[src/hw/rtl/sbr_pkg.sv]
`default_nettype none

package sbr_pkg;

  // Fixed field widths of the stream transactions.
  localparam int unsigned IdxW   = 64;
  localparam int unsigned ByteW  = 8;
  localparam int unsigned SpaceW = 7;
  localparam int unsigned CountW = 7;

  // Operations of the shared 64-bit adder.
  typedef enum logic [1:0] {
    ALU_END  = 2'd0,  // index + has_byte
    ALU_EOFF = 2'd1,  // end position - next expected
    ALU_OFF  = 2'd2,  // index - next expected
    ALU_ADV  = 2'd3   // next expected + run length
  } alu_op_e;

  // Sequencer states.
  typedef enum logic [9:0] {
    S_IDLE  = 10'b00_0000_0001,
    S_END   = 10'b00_0000_0010,
    S_EOFF  = 10'b00_0000_0100,
    S_PURGE = 10'b00_0000_1000,
    S_OFF   = 10'b00_0001_0000,
    S_CHK   = 10'b00_0010_0000,
    S_DRAIN = 10'b00_0100_0000,
    S_ADV   = 10'b00_1000_0000,
    S_RD    = 10'b01_0000_0000,
    S_LD    = 10'b10_0000_0000
  } state_e;

endpackage

`default_nettype wire

[src/hw/rtl/sbr_in_if.sv]
`default_nettype none

interface sbr_in_if;
  import sbr_pkg::*;

  logic              valid;
  logic              ready;
  logic [IdxW-1:0]   stream_index;
  logic [ByteW-1:0]  data_byte;
  logic              has_byte;
  logic              ends_stream;
  logic [SpaceW-1:0] output_space;

  modport source (
    output valid, stream_index, data_byte, has_byte, ends_stream, output_space,
    input  ready
  );

  modport sink (
    input  valid, stream_index, data_byte, has_byte, ends_stream, output_space,
    output ready
  );

endinterface

`default_nettype wire

[src/hw/rtl/sbr_out_if.sv]
`default_nettype none

interface sbr_out_if;
  import sbr_pkg::*;

  logic              valid;
  logic              ready;
  logic              byte_valid;
  logic [ByteW-1:0]  out_byte;
  logic              last_of_run;
  logic              stream_closed;
  logic [CountW-1:0] pending_bytes;

  modport source (
    output valid, byte_valid, out_byte, last_of_run, stream_closed, pending_bytes,
    input  ready
  );

  modport sink (
    input  valid, byte_valid, out_byte, last_of_run, stream_closed, pending_bytes,
    output ready
  );

endinterface

`default_nettype wire

[src/hw/rtl/sbr_ram.sv]
`default_nettype none

module sbr_ram #(
  parameter int unsigned Width = 8,
  parameter int unsigned Depth = 64
) (
  input  logic                     clk_i,
  input  logic                     we_i,
  input  logic [$clog2(Depth)-1:0] waddr_i,
  input  logic [Width-1:0]         wdata_i,
  input  logic                     re_i,
  input  logic [$clog2(Depth)-1:0] raddr_i,
  output logic [Width-1:0]         rdata_o
);

  logic [Width-1:0] mem_q [Depth];
  logic [Width-1:0] rdata_q;

  always_ff @(posedge clk_i) begin
    if (we_i) begin
      mem_q[waddr_i] <= wdata_i;
    end
    if (re_i) begin
      rdata_q <= mem_q[raddr_i];
    end
  end

  assign rdata_o = rdata_q;

endmodule

`default_nettype wire

[src/hw/rtl/sbr_alu.sv]
`default_nettype none

module sbr_alu (
  input  sbr_pkg::alu_op_e               op_i,
  input  logic [sbr_pkg::IdxW-1:0]       idx_i,
  input  logic                           has_i,
  input  logic [sbr_pkg::IdxW-1:0]       end_pos_i,
  input  logic [sbr_pkg::IdxW-1:0]       nexp_i,
  input  logic [sbr_pkg::CountW-1:0]     run_len_i,
  output logic [sbr_pkg::IdxW-1:0]       sum_o
);
  import sbr_pkg::*;

  logic [IdxW-1:0] opa;
  logic [IdxW-1:0] opb;
  logic            sub;

  always_comb begin
    opa = nexp_i;
    opb = IdxW'(run_len_i);
    sub = 1'b0;
    unique case (op_i)
      ALU_END: begin
        opa = idx_i;
        opb = IdxW'(has_i);
      end
      ALU_EOFF: begin
        opa = end_pos_i;
        opb = nexp_i;
        sub = 1'b1;
      end
      ALU_OFF: begin
        opa = idx_i;
        opb = nexp_i;
        sub = 1'b1;
      end
      ALU_ADV: begin
        opa = nexp_i;
        opb = IdxW'(run_len_i);
      end
      default: begin
        opa = nexp_i;
        opb = IdxW'(run_len_i);
      end
    endcase
  end

  // Two's complement subtract: invert and carry in.
  assign sum_o = opa + (sub ? ~opb : opb) + IdxW'(sub);

endmodule

`default_nettype wire

[src/hw/rtl/stream_byte_reassembler.sv]
`default_nettype none

// In-order byte stream reassembler. Each input transaction carries at most one
// stream byte with its absolute 64-bit index, an optional end mark and the free
// space downstream. The byte at the next expected index goes out at once, then
// held bytes that follow drain in order, bounded by min(output_space,
// WINDOW_DEPTH) and by a known end. Bytes ahead of the next index but inside
// that bound wait in a WINDOW_DEPTH-entry ring store; duplicates, stale bytes
// and bytes beyond the window or the end are dropped. Every input transaction
// yields one result transaction per emitted byte, or one report with
// byte_valid low when nothing goes out; each result carries the held count and
// the closed flag as they stand after the whole input. The block takes one
// input at a time and accepts the next only once the last result of the
// current one is loaded; a first end mark adds one pass over the ring to
// discard held bytes past the end. The single 64-bit adder is used once per
// step, the ring store is walked one slot per cycle, and output backpressure
// stalls the loading of results.
module stream_byte_reassembler #(
  parameter int unsigned WINDOW_DEPTH = 64
) (
  input  logic      clk_i,
  input  logic      rst_ni,
  sbr_in_if.sink    in_i,
  sbr_out_if.source res_o
);
  import sbr_pkg::*;

  localparam int unsigned SlotW = $clog2(WINDOW_DEPTH);
  localparam int unsigned CntW  = $clog2(WINDOW_DEPTH + 1);

  localparam logic [SlotW-1:0]  SlotLast = SlotW'(WINDOW_DEPTH - 1);
  localparam logic [SlotW:0]    SlotWrap = (SlotW + 1)'(WINDOW_DEPTH);
  localparam logic [CntW-1:0]   CntLast  = CntW'(WINDOW_DEPTH - 1);
  localparam logic [SpaceW-1:0] SpaceCap = SpaceW'(WINDOW_DEPTH);

  // Sequencer
  state_e state_q, state_d;

  // Latched input transaction
  logic [IdxW-1:0]  idx_q, idx_d;
  logic [ByteW-1:0] byte_q, byte_d;
  logic             has_q, has_d;
  logic             new_end_q, new_end_d;
  logic [CntW-1:0]  lim_q, lim_d;

  // Architectural stream state
  logic [IdxW-1:0]         nexp_q, nexp_d;
  logic                    end_known_q, end_known_d;
  logic [IdxW-1:0]         end_pos_q, end_pos_d;
  logic                    closed_q, closed_d;
  logic [WINDOW_DEPTH-1:0] valid_q, valid_d;
  logic [CntW-1:0]         cnt_q, cnt_d;
  logic [SlotW-1:0]        head_q, head_d;

  // Per-transaction work registers
  logic [IdxW-1:0]  eoff_q, eoff_d;
  logic [IdxW-1:0]  off_q, off_d;
  logic [CntW-1:0]  pk_q, pk_d;
  logic [SlotW-1:0] pslot_q, pslot_d;
  logic [CntW-1:0]  n_q, n_d;
  logic             direct_q, direct_d;
  logic [SlotW-1:0] rd_slot_q, rd_slot_d;
  logic [CntW-1:0]  e_q, e_d;

  // Output register
  logic              ovalid_q, ovalid_d;
  logic              obv_q, obv_d;
  logic [ByteW-1:0]  obyte_q, obyte_d;
  logic              olast_q, olast_d;
  logic              oclosed_q, oclosed_d;
  logic [CountW-1:0] opend_q, opend_d;

  // Shared adder and ring store
  alu_op_e          alu_op;
  logic [IdxW-1:0]  alu_sum;
  logic             ram_we;
  logic             ram_re;
  logic [ByteW-1:0] ram_rdata;

  // Narrow views of the end and byte offsets
  logic             eoff_small;
  logic [CntW-1:0]  eoff_lo;
  logic [CntW-1:0]  off_lo;
  logic             off_in_lim;
  logic             off_before_end;
  logic             byte_ok;
  logic [SlotW:0]   slot_sum;
  logic [SlotW-1:0] byte_slot;
  logic             at_end;
  logic             out_load;
  logic             run_last;

  assign eoff_small     = (eoff_q[IdxW-1:CntW] == '0);
  assign eoff_lo        = eoff_q[CntW-1:0];
  assign off_lo         = off_q[CntW-1:0];
  assign off_in_lim     = (off_q[IdxW-1:CntW] == '0) && (off_lo < lim_q);
  assign off_before_end = !eoff_small || (off_lo < eoff_lo);
  assign byte_ok        = has_q && off_in_lim && (!end_known_q || off_before_end);

  // Slot of the incoming byte: head plus offset, wrapped once (offset < depth).
  assign slot_sum  = {1'b0, head_q} + {1'b0, off_q[SlotW-1:0]};
  assign byte_slot = (slot_sum >= SlotWrap) ? SlotW'(slot_sum - SlotWrap)
                                            : slot_sum[SlotW-1:0];

  // The end is reached once the emitted count equals the end offset.
  assign at_end = end_known_q && eoff_small && (n_q == eoff_lo);

  assign out_load = (state_q == S_LD) && (!ovalid_q || res_o.ready);
  assign run_last = (n_q == '0) || (CntW'(e_q + 1'b1) == n_q);

  always_comb begin
    unique case (state_q)
      S_END:   alu_op = ALU_END;
      S_EOFF:  alu_op = ALU_EOFF;
      S_OFF:   alu_op = ALU_OFF;
      default: alu_op = ALU_ADV;
    endcase
  end

  sbr_alu u_alu (
    .op_i      (alu_op),
    .idx_i     (idx_q),
    .has_i     (has_q),
    .end_pos_i (end_pos_q),
    .nexp_i    (nexp_q),
    .run_len_i (CountW'(n_q)),
    .sum_o     (alu_sum)
  );

  sbr_ram #(
    .Width (ByteW),
    .Depth (WINDOW_DEPTH)
  ) u_store (
    .clk_i   (clk_i),
    .we_i    (ram_we),
    .waddr_i (byte_slot),
    .wdata_i (byte_q),
    .re_i    (ram_re),
    .raddr_i (rd_slot_q),
    .rdata_o (ram_rdata)
  );

  always_comb begin
    state_d     = state_q;
    idx_d       = idx_q;
    byte_d      = byte_q;
    has_d       = has_q;
    new_end_d   = new_end_q;
    lim_d       = lim_q;
    nexp_d      = nexp_q;
    end_known_d = end_known_q;
    end_pos_d   = end_pos_q;
    closed_d    = closed_q;
    valid_d     = valid_q;
    cnt_d       = cnt_q;
    head_d      = head_q;
    eoff_d      = eoff_q;
    off_d       = off_q;
    pk_d        = pk_q;
    pslot_d     = pslot_q;
    n_d         = n_q;
    direct_d    = direct_q;
    rd_slot_d   = rd_slot_q;
    e_d         = e_q;
    obv_d       = obv_q;
    obyte_d     = obyte_q;
    olast_d     = olast_q;
    oclosed_d   = oclosed_q;
    opend_d     = opend_q;
    ram_we      = 1'b0;
    ram_re      = 1'b0;

    // Drop the output transaction once taken; a new load overrides below.
    ovalid_d = ovalid_q && !res_o.ready;

    unique case (state_q)
      S_IDLE: begin
        if (in_i.valid) begin
          idx_d     = in_i.stream_index;
          byte_d    = in_i.data_byte;
          has_d     = in_i.has_byte;
          new_end_d = in_i.ends_stream && !end_known_q;
          lim_d     = (in_i.output_space >= SpaceCap) ? CntW'(WINDOW_DEPTH)
                                                      : CntW'(in_i.output_space);
          state_d   = (in_i.ends_stream && !end_known_q) ? S_END : S_EOFF;
        end
      end

      S_END: begin
        // Record the first end mark only.
        end_known_d = 1'b1;
        end_pos_d   = alu_sum;
        state_d     = S_EOFF;
      end

      S_EOFF: begin
        eoff_d  = alu_sum;
        pk_d    = '0;
        pslot_d = head_q;
        state_d = new_end_q ? S_PURGE : S_OFF;
      end

      S_PURGE: begin
        // Walk the ring from the head; drop held bytes at or past the end.
        if (eoff_small && (pk_q >= eoff_lo) && valid_q[pslot_q]) begin
          valid_d[pslot_q] = 1'b0;
          cnt_d            = cnt_q - 1'b1;
        end
        pk_d    = pk_q + 1'b1;
        pslot_d = (pslot_q == SlotLast) ? '0 : pslot_q + 1'b1;
        if (pk_q == CntLast) begin
          state_d = S_OFF;
        end
      end

      S_OFF: begin
        off_d   = alu_sum;
        state_d = S_CHK;
      end

      S_CHK: begin
        direct_d = 1'b0;
        n_d      = '0;
        if (byte_ok) begin
          if (off_q == '0) begin
            // In-order byte: emit it and drop any held copy.
            if (valid_q[head_q]) begin
              valid_d[head_q] = 1'b0;
              cnt_d           = cnt_q - 1'b1;
            end
            direct_d = 1'b1;
            n_d      = CntW'(1);
            head_d   = (head_q == SlotLast) ? '0 : head_q + 1'b1;
          end else if (!valid_q[byte_slot]) begin
            valid_d[byte_slot] = 1'b1;
            ram_we             = 1'b1;
            cnt_d              = cnt_q + 1'b1;
          end
        end
        rd_slot_d = head_d;
        state_d   = S_DRAIN;
      end

      S_DRAIN: begin
        // Advance through held bytes while space remains and the end is ahead.
        if ((n_q < lim_q) && !at_end && valid_q[head_q]) begin
          valid_d[head_q] = 1'b0;
          cnt_d           = cnt_q - 1'b1;
          head_d          = (head_q == SlotLast) ? '0 : head_q + 1'b1;
          n_d             = n_q + 1'b1;
        end else begin
          state_d = S_ADV;
        end
      end

      S_ADV: begin
        nexp_d   = alu_sum;
        closed_d = closed_q || at_end;
        e_d      = '0;
        state_d  = S_RD;
      end

      S_RD: begin
        ram_re  = (n_q != '0) && !direct_q;
        state_d = S_LD;
      end

      S_LD: begin
        if (out_load) begin
          ovalid_d  = 1'b1;
          obv_d     = (n_q != '0);
          obyte_d   = (n_q == '0) ? '0 : (direct_q ? byte_q : ram_rdata);
          olast_d   = run_last;
          oclosed_d = closed_q;
          opend_d   = CountW'(cnt_q);
          if (run_last) begin
            state_d = S_IDLE;
          end else begin
            if (direct_q) begin
              direct_d = 1'b0;
            end else begin
              rd_slot_d = (rd_slot_q == SlotLast) ? '0 : rd_slot_q + 1'b1;
            end
            e_d     = e_q + 1'b1;
            state_d = S_RD;
          end
        end
      end

      default: begin
        state_d = S_IDLE;
      end
    endcase
  end

  // Control state
  always_ff @(posedge clk_i or negedge rst_ni) begin
    if (!rst_ni) begin
      state_q     <= S_IDLE;
      nexp_q      <= '0;
      end_known_q <= 1'b0;
      end_pos_q   <= '0;
      closed_q    <= 1'b0;
      valid_q     <= '0;
      cnt_q       <= '0;
      head_q      <= '0;
      ovalid_q    <= 1'b0;
    end else begin
      state_q     <= state_d;
      nexp_q      <= nexp_d;
      end_known_q <= end_known_d;
      end_pos_q   <= end_pos_d;
      closed_q    <= closed_d;
      valid_q     <= valid_d;
      cnt_q       <= cnt_d;
      head_q      <= head_d;
      ovalid_q    <= ovalid_d;
    end
  end

  // Payload and work registers
  always_ff @(posedge clk_i) begin
    idx_q     <= idx_d;
    byte_q    <= byte_d;
    has_q     <= has_d;
    new_end_q <= new_end_d;
    lim_q     <= lim_d;
    eoff_q    <= eoff_d;
    off_q     <= off_d;
    pk_q      <= pk_d;
    pslot_q   <= pslot_d;
    n_q       <= n_d;
    direct_q  <= direct_d;
    rd_slot_q <= rd_slot_d;
    e_q       <= e_d;
    obv_q     <= obv_d;
    obyte_q   <= obyte_d;
    olast_q   <= olast_d;
    oclosed_q <= oclosed_d;
    opend_q   <= opend_d;
  end

  assign in_i.ready = (state_q == S_IDLE);

  assign res_o.valid         = ovalid_q;
  assign res_o.byte_valid    = obv_q;
  assign res_o.out_byte      = obyte_q;
  assign res_o.last_of_run   = olast_q;
  assign res_o.stream_closed = oclosed_q;
  assign res_o.pending_bytes = opend_q;

endmodule

`default_nettype wire
[src/flat_wrapper.sv]
// flat-port wrapper written by rule: the top's interface ports become plain ports
module stream_byte_reassembler_flat import sbr_pkg::*;
#(
  parameter int unsigned WINDOW_DEPTH = 64
)
  (clk_i, rst_ni, in_i_valid, in_i_stream_index, in_i_data_byte, in_i_has_byte, in_i_ends_stream, in_i_output_space, in_i_ready, res_o_valid, res_o_byte_valid, res_o_out_byte, res_o_last_of_run, res_o_stream_closed, res_o_pending_bytes, res_o_ready);
  sbr_in_if in_i_i ();
  sbr_out_if res_o_i ();
  input  logic clk_i;
  input  logic rst_ni;
  input wire logic [$bits(in_i_i.valid)-1:0] in_i_valid;
  input wire logic [$bits(in_i_i.stream_index)-1:0] in_i_stream_index;
  input wire logic [$bits(in_i_i.data_byte)-1:0] in_i_data_byte;
  input wire logic [$bits(in_i_i.has_byte)-1:0] in_i_has_byte;
  input wire logic [$bits(in_i_i.ends_stream)-1:0] in_i_ends_stream;
  input wire logic [$bits(in_i_i.output_space)-1:0] in_i_output_space;
  output wire logic [$bits(in_i_i.ready)-1:0] in_i_ready;
  output wire logic [$bits(res_o_i.valid)-1:0] res_o_valid;
  output wire logic [$bits(res_o_i.byte_valid)-1:0] res_o_byte_valid;
  output wire logic [$bits(res_o_i.out_byte)-1:0] res_o_out_byte;
  output wire logic [$bits(res_o_i.last_of_run)-1:0] res_o_last_of_run;
  output wire logic [$bits(res_o_i.stream_closed)-1:0] res_o_stream_closed;
  output wire logic [$bits(res_o_i.pending_bytes)-1:0] res_o_pending_bytes;
  input wire logic [$bits(res_o_i.ready)-1:0] res_o_ready;
  assign in_i_i.valid = in_i_valid;
  assign in_i_i.stream_index = in_i_stream_index;
  assign in_i_i.data_byte = in_i_data_byte;
  assign in_i_i.has_byte = in_i_has_byte;
  assign in_i_i.ends_stream = in_i_ends_stream;
  assign in_i_i.output_space = in_i_output_space;
  assign in_i_ready = in_i_i.ready;
  assign res_o_valid = res_o_i.valid;
  assign res_o_byte_valid = res_o_i.byte_valid;
  assign res_o_out_byte = res_o_i.out_byte;
  assign res_o_last_of_run = res_o_i.last_of_run;
  assign res_o_stream_closed = res_o_i.stream_closed;
  assign res_o_pending_bytes = res_o_i.pending_bytes;
  assign res_o_i.ready = res_o_ready;
  stream_byte_reassembler #(.WINDOW_DEPTH(WINDOW_DEPTH)) u_core (.clk_i(clk_i), .rst_ni(rst_ni), .in_i(in_i_i), .res_o(res_o_i));
endmodule
[config.mk]
export PLATFORM = sky130hd
export DESIGN_NAME = stream_byte_reassembler_flat
export DESIGN_NICKNAME = d
export VERILOG_FILES = /design/src/hw/rtl/sbr_pkg.sv /design/src/hw/rtl/sbr_in_if.sv /design/src/hw/rtl/sbr_out_if.sv /design/src/hw/rtl/sbr_ram.sv /design/src/hw/rtl/sbr_alu.sv /design/src/hw/rtl/stream_byte_reassembler.sv /design/src/flat_wrapper.sv
export SDC_FILE = /design/constraint.sdc
export NUM_CORES = 2
export LEC_CHECK = 0
export ABC_CLOCK_PERIOD_IN_PS = 31200
export BUFFER_PORTS_ARGS = -buffer_cell sky130_fd_sc_hd__buf_2
export CAP_MARGIN = 10
export CORE_MARGIN = 2
export CORE_UTILIZATION = 40
export CTS_CLUSTER_SIZE = 8
export DETAILED_ROUTE_END_ITERATION = 6
export GPL_TIMING_DRIVEN = 0
export PLACE_DENSITY = 0.63
export REMOVE_ABC_BUFFERS = 1
export SYNTH_ARGS = -nofsm -noshare
export SYNTH_HDL_FRONTEND = slang
export SYNTH_SLANG_ARGS = --single-unit
[constraint.sdc]
create_clock -name clk_i -period 31.2 [get_ports clk_i]
set_input_delay 1.56 -clock clk_i [delete_from_list [all_inputs] [get_ports clk_i]]
set_output_delay 1.56 -clock clk_i [all_outputs]
set_load 0.02 [all_outputs]
* Word-level counts from Yosys, hierarchy flattened
Memory sizes are Yosys's and may differ from the RTL's. A register that Yosys moved wholly into a read port is not among the register bits.
Index checks and enable logic that the tools add are counted.
** Word-level totals
- Bits in registers :: 479
- Bits in writable memories :: 512
- Input bits :: 85
- Logic and storage cells :: 211
- Memories :: 1
** Operators by class
- $add $sub $neg :: 12
- Magnitude comparators :: 12
- Equal/unequal tests :: 30
- Multiplexer cells :: 75
- Bitwise operators :: 6
- Reduce and logical (&&, ||, !) cells :: 48
** Memory list
- u_core.u_store.mem_q :: words 64, width 8, rd ports 1, clocked after Yosys merged registers in 1, write ports 1, line sbr_ram.sv:16 : logic [Width-1:0] mem_q [Depth];
** Operator list (number)
- $pmux 64 s3 :: 3
- $mux 64 :: 7
- $not 64->64 :: 3
- $and 64x64->64 :: 2
- $logic_not 57->1 :: 2
- $pmux 10 s10 :: 1
- $mux 7 :: 10
- $add 64x1->64 :: 1
- $add 64x64->64 :: 1
- $logic_not 64->1 :: 1
- $or 64x64->64 :: 1
- $mux 6 :: 10
- $pmux 7 s2 :: 3
- $mux 10 :: 4
- $pmux 6 s2 :: 3
- $add 7x1->7 const B :: 4
- $lt 6x7->1 const B :: 3
- $lt 7x7->1 :: 3
- $mux 1 :: 21
- $pmux 7 s3 :: 1
- $add 6x1->6 const B :: 3
- $bmux 1 s6 :: 3
- $demux 1 s6 :: 3
- $eq 6x6->1 const B :: 3
- other kinds (43) :: 87

* Logic depth before layout (Yosys ltp)
- Word-level depth :: 12
- Mapped depth :: 25
- Gate-level depth less buffers :: 22

* Cells and area by module
From an unflattened synthesis, not the netlist that was laid out.
** Unflattened totals
- Cell total of the unflattened synthesis :: 3689
- Area total of the unflattened synthesis :: 47635.7 um^2
** Modules (own cells, without submodules)
- stream_byte_reassembler :: instances 1, cells each 1831, area an instance 21745.9 um^2, seq. area each 13294.0 um^2
- sbr_ram :: instances 1, cells each 967, area an instance 20317.0 um^2, seq. area each 15615.0 um^2
- sbr_alu :: instances 1, cells each 891, area an instance 5572.8 um^2, seq. area each 0.0 um^2

* Worst setup path after synthesis
OpenSTA, ideal clock, no wires.
- Path type :: flip-flop to flip-flop
- Start :: reg u_core.state_q[5]
- End :: reg u_core.eoff_q[62] (data pin)
- Arrival time :: 10.896 ns
- Data required time :: 30.937 ns
- Path slack :: 20.041 ns
- Cell stages (with the launch flop) :: 24
- Cells stage by stage :: dfrtp_1 nor4_4 nand3_4 nor3b_1 inv_1 ha_1 inv_1 o21ai_0 a22oi_1 clkbuf_1 a22oi_1 o21ai_0 fa_1 a211oi_1 or4_1 a31oi_1 a211o_1 a41oi_2 nor4_2 o311ai_1 a211o_1 a22o_1 xor2_1 inv_1
** On the way
- Cells in the longest elaborated chain, start to end :: 9
** Ends and longest elaborated chain
- start: declaration :: line stream_byte_reassembler.sv:37 : state_e state_q, state_d;
- start signal: assignment :: line stream_byte_reassembler.sv:309 : state_q <= state_d;
- $eq 10x5->1 (tied with other cells) :: line stream_byte_reassembler.sv:112 : unique case (state_q)
- $pmux 2 s3 (*) :: line stream_byte_reassembler.sv:112
- $eq 2x2->1 / $eq 2x1->1 (equally long branches) :: line sbr_alu.sv:22 : unique case (op_i)
- $reduce_or 2->1 (no source line)
- $pmux 64 s3 :: line sbr_alu.sv:22
- $not 64->64 :: line sbr_alu.sv:49 : assign sum_o = opa + (sub ? ~opb : opb) + IdxW'(sub);
- $mux 64 :: line sbr_alu.sv:49
- $add 64x64->64 :: line sbr_alu.sv:49
- $add 64x1->64 (*) :: line sbr_alu.sv:49
- net u_core.alu_sum[62] :: line stream_byte_reassembler.sv:75 : logic [IdxW-1:0] alu_sum;
- end signal: assignment :: line stream_byte_reassembler.sv:328 : eoff_q <= eoff_d;
- end: declaration :: line stream_byte_reassembler.sv:56 : logic [IdxW-1:0] eoff_q, eoff_d;
Mark *: on every way through the listed nets, which the timed path passes. The rest lies on a longest branch.
A chain may end at the register's enable or synchronous reset.

* Worst setup path in the final report
- Start :: reg u_core.state_q[5]
- End :: reg u_core.nexp_q[60]
** On the way
- Cells in the longest elaborated chain, start to end :: 9
** Ends and longest elaborated chain
- $eq 10x5->1 (tied with other cells) :: line stream_byte_reassembler.sv:112
- $pmux 2 s3 (*) :: line stream_byte_reassembler.sv:112
- $eq 2x2->1 / $eq 2x1->1 (equally long branches) :: line sbr_alu.sv:22
- $reduce_or 2->1 (no source line)
- $pmux 64 s3 :: line sbr_alu.sv:22
- $not 64->64 :: line sbr_alu.sv:49
- $mux 64 :: line sbr_alu.sv:49
- $add 64x64->64 :: line sbr_alu.sv:49
- $add 64x1->64 (*) :: line sbr_alu.sv:49
- net u_core.alu_sum[60] :: line stream_byte_reassembler.sv:75
- end signal: assignment :: line stream_byte_reassembler.sv:310 : nexp_q <= nexp_d;
- end: declaration :: line stream_byte_reassembler.sv:47 : logic [IdxW-1:0] nexp_q, nexp_d;
Marks and branches as above.

==> impl_metrics.json <==
{
  "grt_pass1_vias": 31900,
  "routed_wl_um": 128000,
  "required_ps": 31820,
  "drt_iter0_drc": 3233,
  "worst_pin_slew_ps": 1230,
  "comb_power_share_pct": 21.8,
  "die_h_um": 350,
  "numCtsBuffers": 143,
  "period_needed_ps": 8150,
  "rows": 126,
  "ys_seq_elements": 999,
  "cts.repair.resized": 0,
  "dp_hpwl_um": 86800,
  "clkTransAtPathRegs_ps": 50,
  "critical_path_peak_fanout": 71,
  "end_kind": "flip-flop",
  "critPathArrivalTime_ps": 8770,
  "run_status": "finished, final reports clean",
  "drive_gt1_share_pct": 14.7,
  "p_leak_nw": 19.9,
  "p_int_w": 0.00277,
  "synth_ff_type": "edfxtp_1",
  "cts_max_level": 4,
  "first_pass_iters": 7,
  "drc": 0,
  "yosysMostFrequentCell": "edfxtp_1",
  "tritoncts": "yes",
  "grt_max_degree": 111,
  "gp_congestion": 0.926,
  "finalPower_w": 0.00402,
  "syn2layout_area_growth_pct": 15.6,
  "insertion_delay_ps": 750,
  "postCtsSetupRepairBufs": 0,
  "final_nets": 4115,
  "routedWlPerCell_um": 23.2,
  "netlist_area_um2": 47800,
  "p_sw_w": 0.00125,
  "fp.dieW_um": 350,
  "hold_violations": 0,
  "fin_setup_tns_ps": 0,
  "drv_slew": 0,
  "pwr_density_cell_nw_per_um2": 72.8,
  "clock_sinks": 999,
  "synth_common_cells": "edfxtp_1, nand2_1, a21oi_1, o21ai_0, dfrtp_1",
  "dieArea_um2": 122000,
  "synth.distinct_cells": 92,
  "syn_inst": 3844,
  "antenna_found_initial": 0,
  "vias": 32700,
  "power_frac_seq_pct": 42.7,
  "antenna_cells": 0,
  "synth_top_area_share_pct": 49.1,
  "synthTopCellsByArea": "edfxtp_1, dfrtp_1, mux4_2",
  "clock_power_share_pct": 35.5,
  "fmax_mhz": 123,
  "hp-start": "u_core.end_pos_q[34]",
  "clockBufferDepth": 3,
  "numPortBuffers": 104,
  "grt_setup_unrepaired": "false",
  "start_kind": "flip-flop",
  "critPathLaunch": "u_core.state_q[5]",
  "timing.final.setup_violations": 0,
  "seq_area_frac_synth_pct": 60.5,
  "core_um2": 118000,
  "avgSynthCellArea_um2": 12.4,
  "reg2reg_from": "u_core.state_q[5]",
  "skew_ps": 31.4,
  "synth-edff-count": 781,
  "track_usage_pct": 20.8,
  "grt-ovfl-total": 0,
  "start_util_pct": 40.4,
  "fin_util_pct": 46.7,
  "ir_worst_vdd_mv": 0.0626,
  "cts_hold_buf": 0,
  "swShare_pct": 31.0,
  "grt_pass1_wl_um": 195000,
  "num_io_pins": 105,
  "antenna_left": 0,
  "synth_warnings": 0,
  "synthArstFlopShare_pct": 21.8,
  "period_share_pct": 26.1,
  "hold_path_class": "reg2reg",
  "synth_area_leader_cell": "edfxtp_1",
  "critPathKind": "reg2reg",
  "drv_cap": 0,
  "slew_headroom_pct": 17.8,
  "avgViaCountPerCell": 5.91,
  "clock-root-buffer": "clkbuf_16"
}
==> power by group through the flow <==
stage / registers (W) / logic [W] / clock network, W
after floorplan: 0.00173 / 0.000525 / 0
after global placement: 0.00179 / 0.000763 / 0
after detailed placement: 0.00174 / 0.000860 / 0
after CTS: 0.00172 / 0.000864 / 0.00145
after global routing: 0.00173 / 0.000960 / 0.00151
final: 0.00172 / 0.000877 / 0.00143
==> logic make-up after synthesis <==
family | Yosys count | share of synthesized area (%)
buffers and inverters | 314 | 2.53
AND/OR/NAND/NOR | 1018 | 9.89
AO/OA/AOI/OAI | 972 | 12.9
XOR/XNOR | 118 | 2.18
multiplexers | 318 | 9.25
adder cells (fa/ha/maj) | 105 | 2.78
flip-flops | 999 | 60.5
==> metal layers <==
metal  global-route usage [%]  vias up  wire [um]
met4                     8.06        0       4460
met1                     27.8    16300      53400
met2                     33.5     1326      61200
met3                     3.96      257       9280
met5                        0        -          0
li1                         -    14900          -
==> layout by cell type (no fill, tap or decap), drive strengths merged, types with 9 or more instances in the layout <==
cell type,netlist,layout
a211oi,12,12
a21o,68,68
a21oi,251,251
a22oi,68,68
a31oi,66,66
a32o,13,13
a41oi,13,13
and2,18,18
and3,16,16
buf,45,181
clkbuf,200,209
clkinv,3,9
dfrtp,217,217
edfxtp,781,781
ha,103,103
inv,66,73
mux2,108,108
mux2i,122,122
mux4,88,88
nand2,420,420
nand2b,20,20
nand3,66,66
nand4,45,45
nor2,210,210
nor2b,27,27
nor3,89,89
nor3b,17,17
nor4,47,47
o211ai,15,15
o21a,11,11
o21ai,252,252
o21bai,20,20
o221ai,48,48
o22ai,44,44
o31ai,25,25
xnor2,72,72
xor2,46,46
==> worst max-delay path: stages, from the launching register on <==
cell      delay, ps
dfrtp_1         460
nor4_4          750
nand3_4         280
nor3b_2         700
inv_1           210
ha_4            880
nor2b_1         150
nor3_1          230
mux2i_1         150
nand4_1         170
nand2_1         150
fa_1            450
a211oi_1        360
or4_1           220
nand2_1         110
a311oi_1        660
o41a_1          350
o21ai_1         220
a21oi_1         340
o21bai_1        220
a221oi_1        410
xnor2_1         220
mux2_2          300
==> worst paths after layout <==
kind / end / slack [ps] / depth (start not counted)
min in group asynchronous: u_core.nexp_q[47] / 860 / 2
max: u_core.nexp_q[60] / 23050 / 22
min reg2reg: u_core.end_pos_q[34] / 460 / 2
min: u_core.end_pos_q[34] / 460 / 2
max in group asynchronous: u_core.valid_q[35] / 29250 / 3
max reg2reg: u_core.nexp_q[60] / 23050 / 22
==> registers in the layout, summed over array words and instances (netlist names), 8 cells and up <==
| register | cells |
|---|---|
| u_core.byte_q | 8 |
| u_core.state_q | 10 |
| u_core.idx_q | 64 |
| u_core.u_store.mem_q | 512 |
| u_core.eoff_q | 64 |
| u_core.off_q | 64 |
| u_core.u_store.rdata_o | 8 |
| u_core.end_pos_q | 64 |
| u_core.res_o.out_byte | 8 |
| u_core.valid_q | 64 |
| u_core.nexp_q | 64 |
==> cell type report <==
cell class	count	area, um2
clock buffers	209	3880
multi-input cells	2531	17800
repair buffers	181	2220
flip-flops and latches	999	28900
inverters	69	259
fillers	10400	63000
clock inverters	13	256
well taps	1536	1920
==> metrics by stage <==
step | instances | hold WS (ps) | area (um2) | setup WS, ps
after global routing | 5538 | 471 | 55200 | 22640
final | 5538 | 461 | 55200 | 23050
after global placement | 5239 | 451 | 49300 | 11880
after floorplan | 3599 | 419 | 46800 | 18270
after detailed placement | 5312 | 456 | 51000 | 23110
after CTS | 5534 | 457 | 55200 | 23080
No activity file was read; power rests on OpenSTA's default activity.
